$ cat src/rtl/wftc_pkg.sv
`timescale 1ns / 1ps
package wftc_pkg;

  // Mode codes as they appear on the result word
  localparam logic [1:0] MODE_COAST = 2'd0;
  localparam logic [1:0] MODE_CURVE = 2'd1;
  localparam logic [1:0] MODE_WALL  = 2'd2;

  // Configuration register indexes
  localparam logic [2:0] REG_SPEED_LIMIT   = 3'd0;
  localparam logic [2:0] REG_CURVE_GAIN    = 3'd1;
  localparam logic [2:0] REG_WALL_GAIN     = 3'd2;
  localparam logic [2:0] REG_WALL_SETPOINT = 3'd3;
  localparam logic [2:0] REG_OPEN_THRESH   = 3'd4;
  localparam logic [2:0] REG_STOP_DIST     = 3'd5;
  localparam logic [2:0] REG_ALIGNED_TOL   = 3'd6;
  localparam logic [2:0] REG_RUN_TICKS     = 3'd7;

  // Binary angles (65536 = 2 pi)
  localparam logic [15:0] ANGLE_LEFT  = 16'd16384;
  localparam logic [15:0] ANGLE_FRONT = 16'd0;
  localparam logic [15:0] ANGLE_RIGHT = 16'd49152;
  localparam logic [15:0] ANGLE_BACK  = 16'd32768;

  localparam logic [11:0] SEED_THRESHOLD = 12'd160;

  // Gyro scale: round(2^24 * 0.128 / pi); the tick of 64 ms folds into the shift
  localparam logic [19:0] GYRO_Q24   = 20'd683565;
  localparam int          GYRO_SHIFT = 24 - 6;
  // Reciprocal of five, exact for dividends below 2^17
  localparam logic [19:0] RECIP_FIVE = 20'd52429;
  localparam int          RECIP_SHIFT = 18;

  localparam int MUL_A_W = 17;
  localparam int MUL_B_W = 20;
  localparam int PROD_W  = MUL_A_W + MUL_B_W;

  typedef struct packed {
    logic load;    // word accepted: latch inputs, seed on the first tick
    logic mul1;    // gyro step or base speed product
    logic upd;     // integrate heading or take base speed
    logic mul2;    // gain product
    logic commit;  // update state, load the result register
  } wftc_cmd_t;

  typedef struct packed {
    logic out_free;  // result register empty or being taken this cycle
  } wftc_status_t;

  function automatic logic [15:0] pick_side(input logic [11:0] l, input logic [11:0] f,
                                            input logic [11:0] r, input logic [11:0] thr);
    if (l >= thr) return ANGLE_LEFT;
    else if (f >= thr) return ANGLE_FRONT;
    else if (r >= thr) return ANGLE_RIGHT;
    else return ANGLE_BACK;
  endfunction

endpackage

$ cat src/rtl/wftc_ctrl.sv
`timescale 1ns / 1ps
module wftc_ctrl
  import wftc_pkg::*;
(
  input  logic         clk,
  input  logic         rst_n,
  input  logic         in_tvalid,
  output logic         in_tready,
  input  wftc_status_t status,
  output wftc_cmd_t    cmd
);

  localparam logic [2:0] ST_IDLE = 3'd0;
  localparam logic [2:0] ST_MUL1 = 3'd1;
  localparam logic [2:0] ST_UPD  = 3'd2;
  localparam logic [2:0] ST_MUL2 = 3'd3;
  localparam logic [2:0] ST_FIN  = 3'd4;

  logic [2:0] state_r, state_nxt;

  assign in_tready = (state_r == ST_IDLE);

  always_comb begin
    state_nxt  = state_r;
    cmd        = '0;
    unique case (state_r)
      ST_IDLE: begin
        if (in_tvalid) begin
          cmd.load  = 1'b1;
          state_nxt = ST_MUL1;
        end
      end
      ST_MUL1: begin
        cmd.mul1  = 1'b1;
        state_nxt = ST_UPD;
      end
      ST_UPD: begin
        cmd.upd   = 1'b1;
        state_nxt = ST_MUL2;
      end
      ST_MUL2: begin
        cmd.mul2  = 1'b1;
        state_nxt = ST_FIN;
      end
      ST_FIN: begin
        // hold until the result register can take the word
        if (status.out_free) begin
          cmd.commit = 1'b1;
          state_nxt  = ST_IDLE;
        end
      end
      default: state_nxt = ST_IDLE;
    endcase
  end

  always_ff @(posedge clk) begin
    if (!rst_n) begin
      state_r <= ST_IDLE;
    end else begin
      state_r <= state_nxt;
    end
  end

endmodule

$ cat src/rtl/wftc_dp.sv
`timescale 1ns / 1ps
module wftc_dp
  import wftc_pkg::*;
(
  input  logic         clk,
  input  logic         rst_n,
  input  wftc_cmd_t    cmd,
  output wftc_status_t status,
  input  logic [55:0]  in_tdata,
  input  logic         cfg_valid,
  input  logic [2:0]   cfg_index,
  input  logic [15:0]  cfg_data,
  output logic         out_tvalid,
  input  logic         out_tready,
  output logic [55:0]  out_tdata
);

  // Configuration
  logic [14:0] speed_lim_r;
  logic [15:0] curve_gain_r, wall_gain_r;
  logic [11:0] wall_setpoint_r, open_thresh_r, stop_dist_r;
  logic [14:0] aligned_tol_r;
  logic [7:0]  run_ticks_r;

  // Controller state
  logic        first_tick_r, first_tick_nxt;
  logic [1:0]  mode_r, mode_nxt;
  logic [1:0]  mac_r, mac_nxt;
  logic [15:0] target_r, target_nxt;
  logic [15:0] heading_r, heading_nxt;
  logic [7:0]  cc_r, cc_nxt;

  // Working registers
  logic [11:0]        left_r, front_r, right_r;
  logic [15:0]        yaw_r;
  logic [PROD_W-1:0]  prod_r, prod_nxt;
  logic [14:0]        base_r, base_nxt;
  logic               neg_r, neg_nxt;
  logic [15:0]        aerr_r, aerr_nxt;
  logic               out_valid_r;
  logic [55:0]        out_data_r, out_data_nxt;

  logic [11:0] in_left, in_front, in_right;
  logic [15:0] yaw_mag, err, du, ls, rs;
  logic [35:0] gsum;
  logic [12:0] e;
  logic [11:0] emag;
  logic [MUL_A_W-1:0] mul_a;
  logic [MUL_B_W-1:0] mul_b;
  logic [32:0] rsum;
  logic [23:0] rnd;
  logic [14:0] pm;
  logic signed [25:0] p26, base26;
  logic [15:0] dir;

  function automatic logic [15:0] clamp_spd(input logic signed [25:0] v,
                                            input logic [14:0] m);
    logic signed [25:0] ms;
    ms = $signed({11'b0, m});
    if (v > ms) return {1'b0, m};
    else if (v < -ms) return 16'(-ms);
    else return v[15:0];
  endfunction

  assign in_left  = in_tdata[11:0];
  assign in_front = in_tdata[23:12];
  assign in_right = in_tdata[35:24];

  assign status.out_free = !out_valid_r || out_tready;
  assign out_tvalid      = out_valid_r;
  assign out_tdata       = out_data_r;

  // Shared unsigned multiplier
  assign yaw_mag = yaw_r[15] ? 16'(-yaw_r) : yaw_r;
  assign err     = target_r - heading_r;
  assign e       = {1'b0, left_r} - {1'b0, wall_setpoint_r};
  assign emag    = e[12] ? 12'(-e) : e[11:0];

  always_comb begin
    mul_a    = '0;
    mul_b    = '0;
    neg_nxt  = neg_r;
    aerr_nxt = aerr_r;
    if (cmd.mul1) begin
      if (mode_r == MODE_CURVE) begin
        mul_a = {1'b0, yaw_mag};
        mul_b = GYRO_Q24;
      end else begin
        mul_a = {speed_lim_r, 2'b10};  // 4 * limit + 2
        mul_b = RECIP_FIVE;
      end
    end else if (cmd.mul2) begin
      if (mode_r == MODE_CURVE) begin
        neg_nxt  = err[15];
        aerr_nxt = err[15] ? 16'(-err) : err;
        mul_a    = {1'b0, aerr_nxt};
        mul_b    = {4'b0, curve_gain_r};
      end else begin
        neg_nxt = e[12];
        mul_a   = {5'b0, emag};
        mul_b   = {4'b0, wall_gain_r};
      end
    end
    prod_nxt = PROD_W'(mul_a) * PROD_W'(mul_b);
  end

  // Gyro step, rounded; magnitude then sign
  assign gsum = prod_r[35:0] + (36'd1 << (GYRO_SHIFT - 1));
  assign du   = gsum[GYRO_SHIFT +: 16];

  // Gain product divided by 256, rounded half away from zero
  assign rsum = {1'b0, prod_r[31:0]} + 33'd128;
  assign rnd  = rsum[31:8];
  assign pm   = (rnd > {9'b0, speed_lim_r}) ? speed_lim_r : rnd[14:0];
  assign p26  = neg_r ? -$signed({2'b0, rnd}) : $signed({2'b0, rnd});
  assign base26 = $signed({11'b0, base_r});
  assign dir  = pick_side(left_r, front_r, right_r, open_thresh_r);

  always_comb begin
    first_tick_nxt = first_tick_r;
    mode_nxt       = mode_r;
    mac_nxt        = mac_r;
    target_nxt     = target_r;
    heading_nxt    = heading_r;
    cc_nxt         = cc_r;
    base_nxt       = base_r;
    ls             = '0;
    rs             = '0;
    out_data_nxt   = out_data_r;

    if (cmd.load && first_tick_r) begin
      first_tick_nxt = 1'b0;
      mode_nxt       = MODE_WALL;
      target_nxt     = target_r + pick_side(in_left, in_front, in_right, SEED_THRESHOLD);
    end

    if (cmd.upd) begin
      if (mode_r == MODE_CURVE) begin
        heading_nxt = yaw_r[15] ? heading_r - du : heading_r + du;
      end else begin
        base_nxt = prod_r[RECIP_SHIFT +: 15];
      end
    end

    if (cmd.commit) begin
      unique case (mode_r)
        MODE_COAST: begin
          if (cc_r > run_ticks_r) mode_nxt = mac_r;
          rs = (front_r <= stop_dist_r) ? 16'd0 : {1'b0, speed_lim_r};
          ls = rs;
        end
        MODE_CURVE: begin
          rs = neg_r ? 16'(-{1'b0, pm}) : {1'b0, pm};
          ls = 16'(-rs);
          if (aerr_r < {1'b0, aligned_tol_r}) begin
            mode_nxt    = MODE_COAST;
            mac_nxt     = MODE_WALL;
            cc_nxt      = '0;
            heading_nxt = '0;
            target_nxt  = '0;
          end
        end
        default: begin
          rs = clamp_spd(base26 + p26, speed_lim_r);
          ls = clamp_spd(base26 - p26, speed_lim_r);
          if (dir != target_r) begin
            cc_nxt     = '0;
            mode_nxt   = MODE_COAST;
            target_nxt = dir;
            mac_nxt    = MODE_CURVE;
            rs         = {1'b0, base_r};
            ls         = {1'b0, base_r};
          end
        end
      endcase
      // saturating tick count, advanced at the end of every tick
      if (cc_nxt != 8'hFF) cc_nxt = cc_nxt + 8'd1;
      out_data_nxt = {6'b0, target_nxt, mode_nxt, rs, ls};
    end
  end

  always_ff @(posedge clk) begin
    if (!rst_n) begin
      speed_lim_r     <= 15'd2145;
      curve_gain_r    <= 16'd314;
      wall_gain_r     <= 16'd4915;
      wall_setpoint_r <= 12'd112;
      open_thresh_r   <= 12'd240;
      stop_dist_r     <= 12'd64;
      aligned_tol_r   <= 15'd104;
      run_ticks_r     <= 8'd13;
      first_tick_r    <= 1'b1;
      mode_r          <= MODE_CURVE;
      mac_r           <= MODE_CURVE;
      target_r        <= '0;
      heading_r       <= '0;
      cc_r            <= 8'hFF;
      out_valid_r     <= 1'b0;
    end else begin
      if (cfg_valid) begin
        unique case (cfg_index)
          REG_SPEED_LIMIT:   speed_lim_r     <= cfg_data[14:0];
          REG_CURVE_GAIN:    curve_gain_r    <= cfg_data;
          REG_WALL_GAIN:     wall_gain_r     <= cfg_data;
          REG_WALL_SETPOINT: wall_setpoint_r <= cfg_data[11:0];
          REG_OPEN_THRESH:   open_thresh_r   <= cfg_data[11:0];
          REG_STOP_DIST:     stop_dist_r     <= cfg_data[11:0];
          REG_ALIGNED_TOL:   aligned_tol_r   <= cfg_data[14:0];
          REG_RUN_TICKS:     run_ticks_r     <= cfg_data[7:0];
          default: ;
        endcase
      end
      first_tick_r <= first_tick_nxt;
      mode_r       <= mode_nxt;
      mac_r        <= mac_nxt;
      target_r     <= target_nxt;
      heading_r    <= heading_nxt;
      cc_r         <= cc_nxt;
      if (cmd.commit) out_valid_r <= 1'b1;
      else if (out_tready) out_valid_r <= 1'b0;
    end
  end

  always_ff @(posedge clk) begin
    if (cmd.load) begin
      left_r  <= in_left;
      front_r <= in_front;
      right_r <= in_right;
      yaw_r   <= in_tdata[51:36];
    end
    if (cmd.mul1 || cmd.mul2) prod_r <= prod_nxt;
    neg_r      <= neg_nxt;
    aerr_r     <= aerr_nxt;
    base_r     <= base_nxt;
    out_data_r <= out_data_nxt;
  end

endmodule

$ cat src/rtl/wall_follow_turn_controller_core.sv
`timescale 1ns / 1ps
// Channel  Direction  Handshake                Contents
// in_      slave      in_tvalid / in_tready    one control tick: three ranges and yaw rate
// out_     master     out_tvalid / out_tready  wheel speeds, mode, heading target
// cfg_     slave      cfg_valid / cfg_ready    register index and write data
//
// The result word turns valid at the commit edge, after gyro or base-speed product,
// heading integration and gain product; commit waits while the output register is
// full. in_tready rises at that same edge, so no new tick is taken before the last
// one commits, as the single shared multiplier is used twice. cfg_ready is always high.
// Reset (rst_n low, synchronous) loads the register defaults and the turn state.
// A stalled result waits in the output register while the next tick runs up to its
// commit step and holds there until the word drains, so no word is lost or doubled.
module wall_follow_turn_controller_core
  import wftc_pkg::*;
(
  input  logic        clk,
  input  logic        rst_n,
  // [11:0] left_distance, [23:12] front_distance, [35:24] right_distance,
  // [51:36] yaw_rate, [55:52] zero
  input  logic [55:0] in_tdata,
  input  logic        in_tvalid,
  output logic        in_tready,
  // [15:0] left wheel speed, [31:16] right wheel speed, [33:32] mode,
  // [49:34] heading_target, [55:50] zero
  output logic [55:0] out_tdata,
  output logic        out_tvalid,
  input  logic        out_tready,
  input  logic        cfg_valid,
  output logic        cfg_ready,
  input  logic [2:0]  cfg_index,
  input  logic [15:0] cfg_data
);

  wftc_cmd_t    cmd;
  wftc_status_t status;

  // registers accept a write in any cycle
  assign cfg_ready = 1'b1;

  wftc_ctrl u_ctrl (
    .clk       (clk),
    .rst_n     (rst_n),
    .in_tvalid (in_tvalid),
    .in_tready (in_tready),
    .status    (status),
    .cmd       (cmd)
  );

  wftc_dp u_dp (
    .clk        (clk),
    .rst_n      (rst_n),
    .cmd        (cmd),
    .status     (status),
    .in_tdata   (in_tdata),
    .cfg_valid  (cfg_valid),
    .cfg_index  (cfg_index),
    .cfg_data   (cfg_data),
    .out_tvalid (out_tvalid),
    .out_tready (out_tready),
    .out_tdata  (out_tdata)
  );

endmodule

$ cat config.mk
export PLATFORM = sky130hd
export DESIGN_NAME = wall_follow_turn_controller_core
export DESIGN_NICKNAME = d
export VERILOG_FILES = /design/src/rtl/wftc_pkg.sv /design/src/rtl/wftc_ctrl.sv /design/src/rtl/wftc_dp.sv /design/src/rtl/wall_follow_turn_controller_core.sv
export SDC_FILE = /design/constraint.sdc
export NUM_CORES = 2
export LEC_CHECK = 0
export BUFFER_PORTS_ARGS = -buffer_cell sky130_fd_sc_hd__buf_4
export CORE_ASPECT_RATIO = 1.75
export CORE_MARGIN = 2
export CORE_UTILIZATION = 60
export CTS_CLUSTER_DIAMETER = 150
export DETAILED_ROUTE_END_ITERATION = 6
export GPL_TIMING_DRIVEN = 0
export PLACE_DENSITY = 0.76
export SLEW_MARGIN = 20
export SYNTH_ARGS = -nofsm -noshare
export SYNTH_HDL_FRONTEND = slang
export SYNTH_SLANG_ARGS = --single-unit
$ cat constraint.sdc
create_clock -name clk -period 24 [get_ports clk]
set_input_delay 4.8 -clock clk [delete_from_list [all_inputs] [get_ports clk]]
set_output_delay 4.8 -clock clk [all_outputs]
set_load 0.05 [all_outputs]
==> results.md <==
* Status: completed
* Ys async rst share at 0%
* Antenna violations before repair at 17
* Width of the die at around 190 µm
* Antenna-violating nets left at 0
* Placed insts at around 5000
* Setup TNS at 0 ns
* DRT iter0 DRCs at 2842
* Hold WS at roughly 0.46 ns
* Hold buffer count at CTS at 0
* Critical path capture point type: register
* First-pass GRT wire length at 197600 µm
* Final Hold Fails at 0
* Layout cells sized above 1 at under 10%
* Clock transition at the registers of the reported paths at about 0.060 ns
* Synth Area in Simple Gates at 18.68%
* Setup-failing EPs final at 0
* Hold Crit Class: reg2reg
* # Post-CTS Setup Buffers at 0
* Overall power at between 3 and 4 mW
* Synth-to-Final Area Change at 9.780%
* Peak supply drop at 0.08852 mV
* CP Class: reg2reg
* Largest net degree at the start of global routing at 35
* Slew Limit Headroom at about an eighth
* WP data arrival at between 10 and 15 ns
* CTS tree: built
* Routed wire length at around 130000 µm
* Cell Area, Placed at around 0.037 mm²
* Slew Viols, Final at 0
* Yosys cell types at 106
* Slew @ Worst Pin at approximately 1.3 ns
* CP max FO at 10
* Combinational share of power at between 60% and 70%
* Total track usage at about 46%
* Die height at 321.9 µm
* Post-CTS Resized at 0
* Pre-CTS setup slack at between 10 and 15 ns
* Maximum clock path buffer count at 3
* Power per Cell Area at between 80 and 90 mW/mm²
* WP data required at between 20 and 25 ns
* GR Overflow Total at 0
* CP startpoint kind: register
* Initial Utilization at 60.61%
* Post-synth EDFFs at 161
* Largest family of logic cells by synthesized area: adder cells
* Tmin final at roughly 12 ns
* RSZ-0062 raised after global routing: false
* Flop pwr share at a little over a fifth
* Number of iterations in the first detailed-routing pass at 6
* Final instance area at 0.03805 mm²
* Synth Register Bits at 316
* Drt wl/cell at about 26 µm
* H-tree depth at 2
* FP Rows at approximately 120
* Area share of fa/ha/maj cells after synthesis at 26.84%
* Switching Fraction at around half
* Layout Cells excl Fill at roughly 5100
* CP peak stage delay at approximately 0.90 ns
* Top Ports at 139
* Worst-Skew Late Latency at approximately 0.61 ns
* Via count at between 30000 and 40000
* Sequential fraction of the synthesis area at ~23%
* Fin crit share at 50.94%
* Achievable Freq at slightly above 80 MHz
* Root Driver: clkbuf_16
* Core Footprint at approximately 0.057 mm²
* Clock Skew at about 0.057 ns
* Synth Area in XOR/XNOR at around 6.4%
* Clk sinks at ~320
* CTS Buf Count at 34
* Post-Syn Area at roughly 0.035 mm²
* Ys flop type: edfxtp_1
* Final setup margin at roughly 12 ns
* Number of max-cap violations at 0
* Cells after synthesis at a little over 4000
* Mux cell area share after synthesis at under 10%
* Drt via density at about 6.2
* Internal at ~1.6 mW
* Avg Inst Size Synth at 8.478 µm²
* RePlAce Congestion at 1.079
* Fin util at 66.53%
* Synth warnings at 0
* PortBufs at 116
* NetSw at 1.573 mW
* Final #Nets at approximately 4900
* Post-synthesis compound-gate area fraction at 16.12%
* Die ar. at 0.05978 mm²
* Clk pwr share at ~17%
* Leakage at between 15 and 20 nW
* Slowest cell on the critical path: a2111oi_0
* DRC Markers at 0
* Final HPWL DP at 105500 µm
* Number of global-route vias before repair at ~32000
==> power groups by stage <==
stage               Clock (mW)  Sequential (mW)  Combinational, mW
floorplan                    0            0.670               1.20
global placement             0            0.687               1.77
detailed placement           0            0.687               1.79
CTS                      0.546            0.675               1.81
global route             0.563            0.679               2.11
finish                   0.550            0.678               1.95
==> per-layer routing <==
metal / global-route usage (%) / wire length, µm
met5: 0 / 67
met3: 14.62 / 10410
met4: 49.90 / 17270
met1: 43.40 / 41680
met2: 74.71 / 63920
==> sequential cells by signal, indices dropped and copies added (netlist names), 2 cells and up <==
name,flops
u_ctrl.state_r,3
u_dp.aerr_r,16
u_dp.aligned_tol_r,15
u_dp.base_r,15
u_dp.cc_r,8
u_dp.curve_gain_r,16
u_dp.front_r,12
u_dp.heading_r,16
u_dp.left_r,12
u_dp.mac_r,2
u_dp.mode_r,2
u_dp.open_thresh_r,12
u_dp.out_tdata,50
u_dp.prod_r,27
u_dp.right_r,12
u_dp.run_ticks_r,8
u_dp.speed_lim_r,15
u_dp.stop_dist_r,12
u_dp.target_r,16
u_dp.wall_gain_r,16
u_dp.wall_setpoint_r,12
u_dp.yaw_r,16
==> placed cells by master (no fill, tap or decap), drive strengths merged, types with 32 or more instances in the layout <==
master / synthesis / layout
a21boi: 94 / 94
a21o: 51 / 51
a21oi: 221 / 221
and2: 80 / 80
buf: 51 / 183
clkbuf: 135 / 179
dfxtp: 155 / 155
edfxtp: 161 / 161
fa: 239 / 239
ha: 361 / 361
inv: 491 / 496
mux2i: 39 / 39
nand2: 559 / 559
nand2b: 41 / 41
nand3: 95 / 95
nand4: 33 / 33
nor2: 236 / 236
nor2b: 53 / 53
nor3: 92 / 92
nor4: 32 / 32
o211ai: 33 / 33
o21a: 42 / 42
o21ai: 177 / 177
or3: 35 / 35
xnor2: 178 / 178
xor2: 72 / 72
==> logic make-up (layout without fill, tap and decap cells) <==
kind of cell / count (synthesis) / count (layout)
other: 2 / 22
adder cells (fa/ha/maj): 600 / 600
XOR/XNOR: 250 / 250
AND/OR/NAND/NOR: 1350 / 1350
multiplexers: 44 / 44
buffers and inverters: 679 / 873
AO/OA/AOI/OAI: 847 / 847
flip-flops: 316 / 316
==> final cells by class <==
class | instances | area (µm²)
Sequential cell | 316 | 7938
Clock inverter | 18 | 176.4
Tap cell | 767 | 959.7
Antenna cell | 8 | 20.02
Clock buffer | 44 | 950.9
Fill cell | 5013 | 19140
Inverter | 493 | 1852
Timing Repair Buffer | 132 | 1031
Buffer | 186 | 839.6
Multi-Input combinational cell | 3105 | 24280
==> cell usage after synthesis, types with 10 or more instances <==
cell type / count / area share, %
a211o_1: 10 / 0.25
a211oi_1: 28 / 0.61
a21boi_0: 91 / 2.0
a21o_1: 51 / 1.1
a21oi_1: 221 / 3.2
a22o_1: 13 / 0.33
a31oi_1: 25 / 0.45
and2_1: 78 / 1.4
and3_1: 31 / 0.56
and4_1: 13 / 0.33
buf_2: 18 / 0.26
buf_4: 21 / 0.45
clkbuf_1: 131 / 1.4
dfxtp_1: 155 / 9.0
edfxtp_1: 161 / 14
fa_1: 239 / 14
ha_1: 361 / 13
inv_1: 490 / 5.3
mux2i_1: 39 / 1.1
nand2_1: 558 / 6.0
nand2b_1: 40 / 0.72
nand3_1: 94 / 1.4
nand4_1: 29 / 0.52
nor2_1: 235 / 2.5
nor2b_1: 53 / 0.96
nor3_1: 89 / 1.3
nor3b_1: 10 / 0.22
nor4_1: 24 / 0.43
o211ai_1: 33 / 0.71
o21a_1: 42 / 0.91
o21ai_0: 163 / 2.4
o21ai_1: 14 / 0.20
o21bai_1: 20 / 0.43
o22ai_1: 11 / 0.20
o31ai_1: 18 / 0.39
or2_2: 13 / 0.23
or3_1: 34 / 0.61
or4_1: 10 / 0.22
xnor2_1: 176 / 4.4
xor2_1: 70 / 1.8
==> worst paths after layout <==
kind,startpoint,endpoint,slack [ns],cells past startpoint
min,u_dp.wall_setpoint_r[1],u_dp.wall_setpoint_r[1],0.46,2
max,u_dp.heading_r[1],u_dp.prod_r[33],11.78,41
min reg2reg,u_dp.wall_setpoint_r[1],u_dp.wall_setpoint_r[1],0.46,2
max reg2reg,u_dp.heading_r[1],u_dp.prod_r[33],11.78,41
==> critical path, delay by kind of cell (launching register included) <==
family / cells / cell delay (ns)
and+or+nand+nor: 8 / 1.82
buffers and inverters: 6 / 1.13
DFF: 1 / 0.42
xor gates and xnor gates: 1 / 0.08
adders and majority gates: 8 / 3.92
AOI/OAI and AO/OA: 18 / 4.62
No activity file was read; power rests on OpenSTA's default activity.
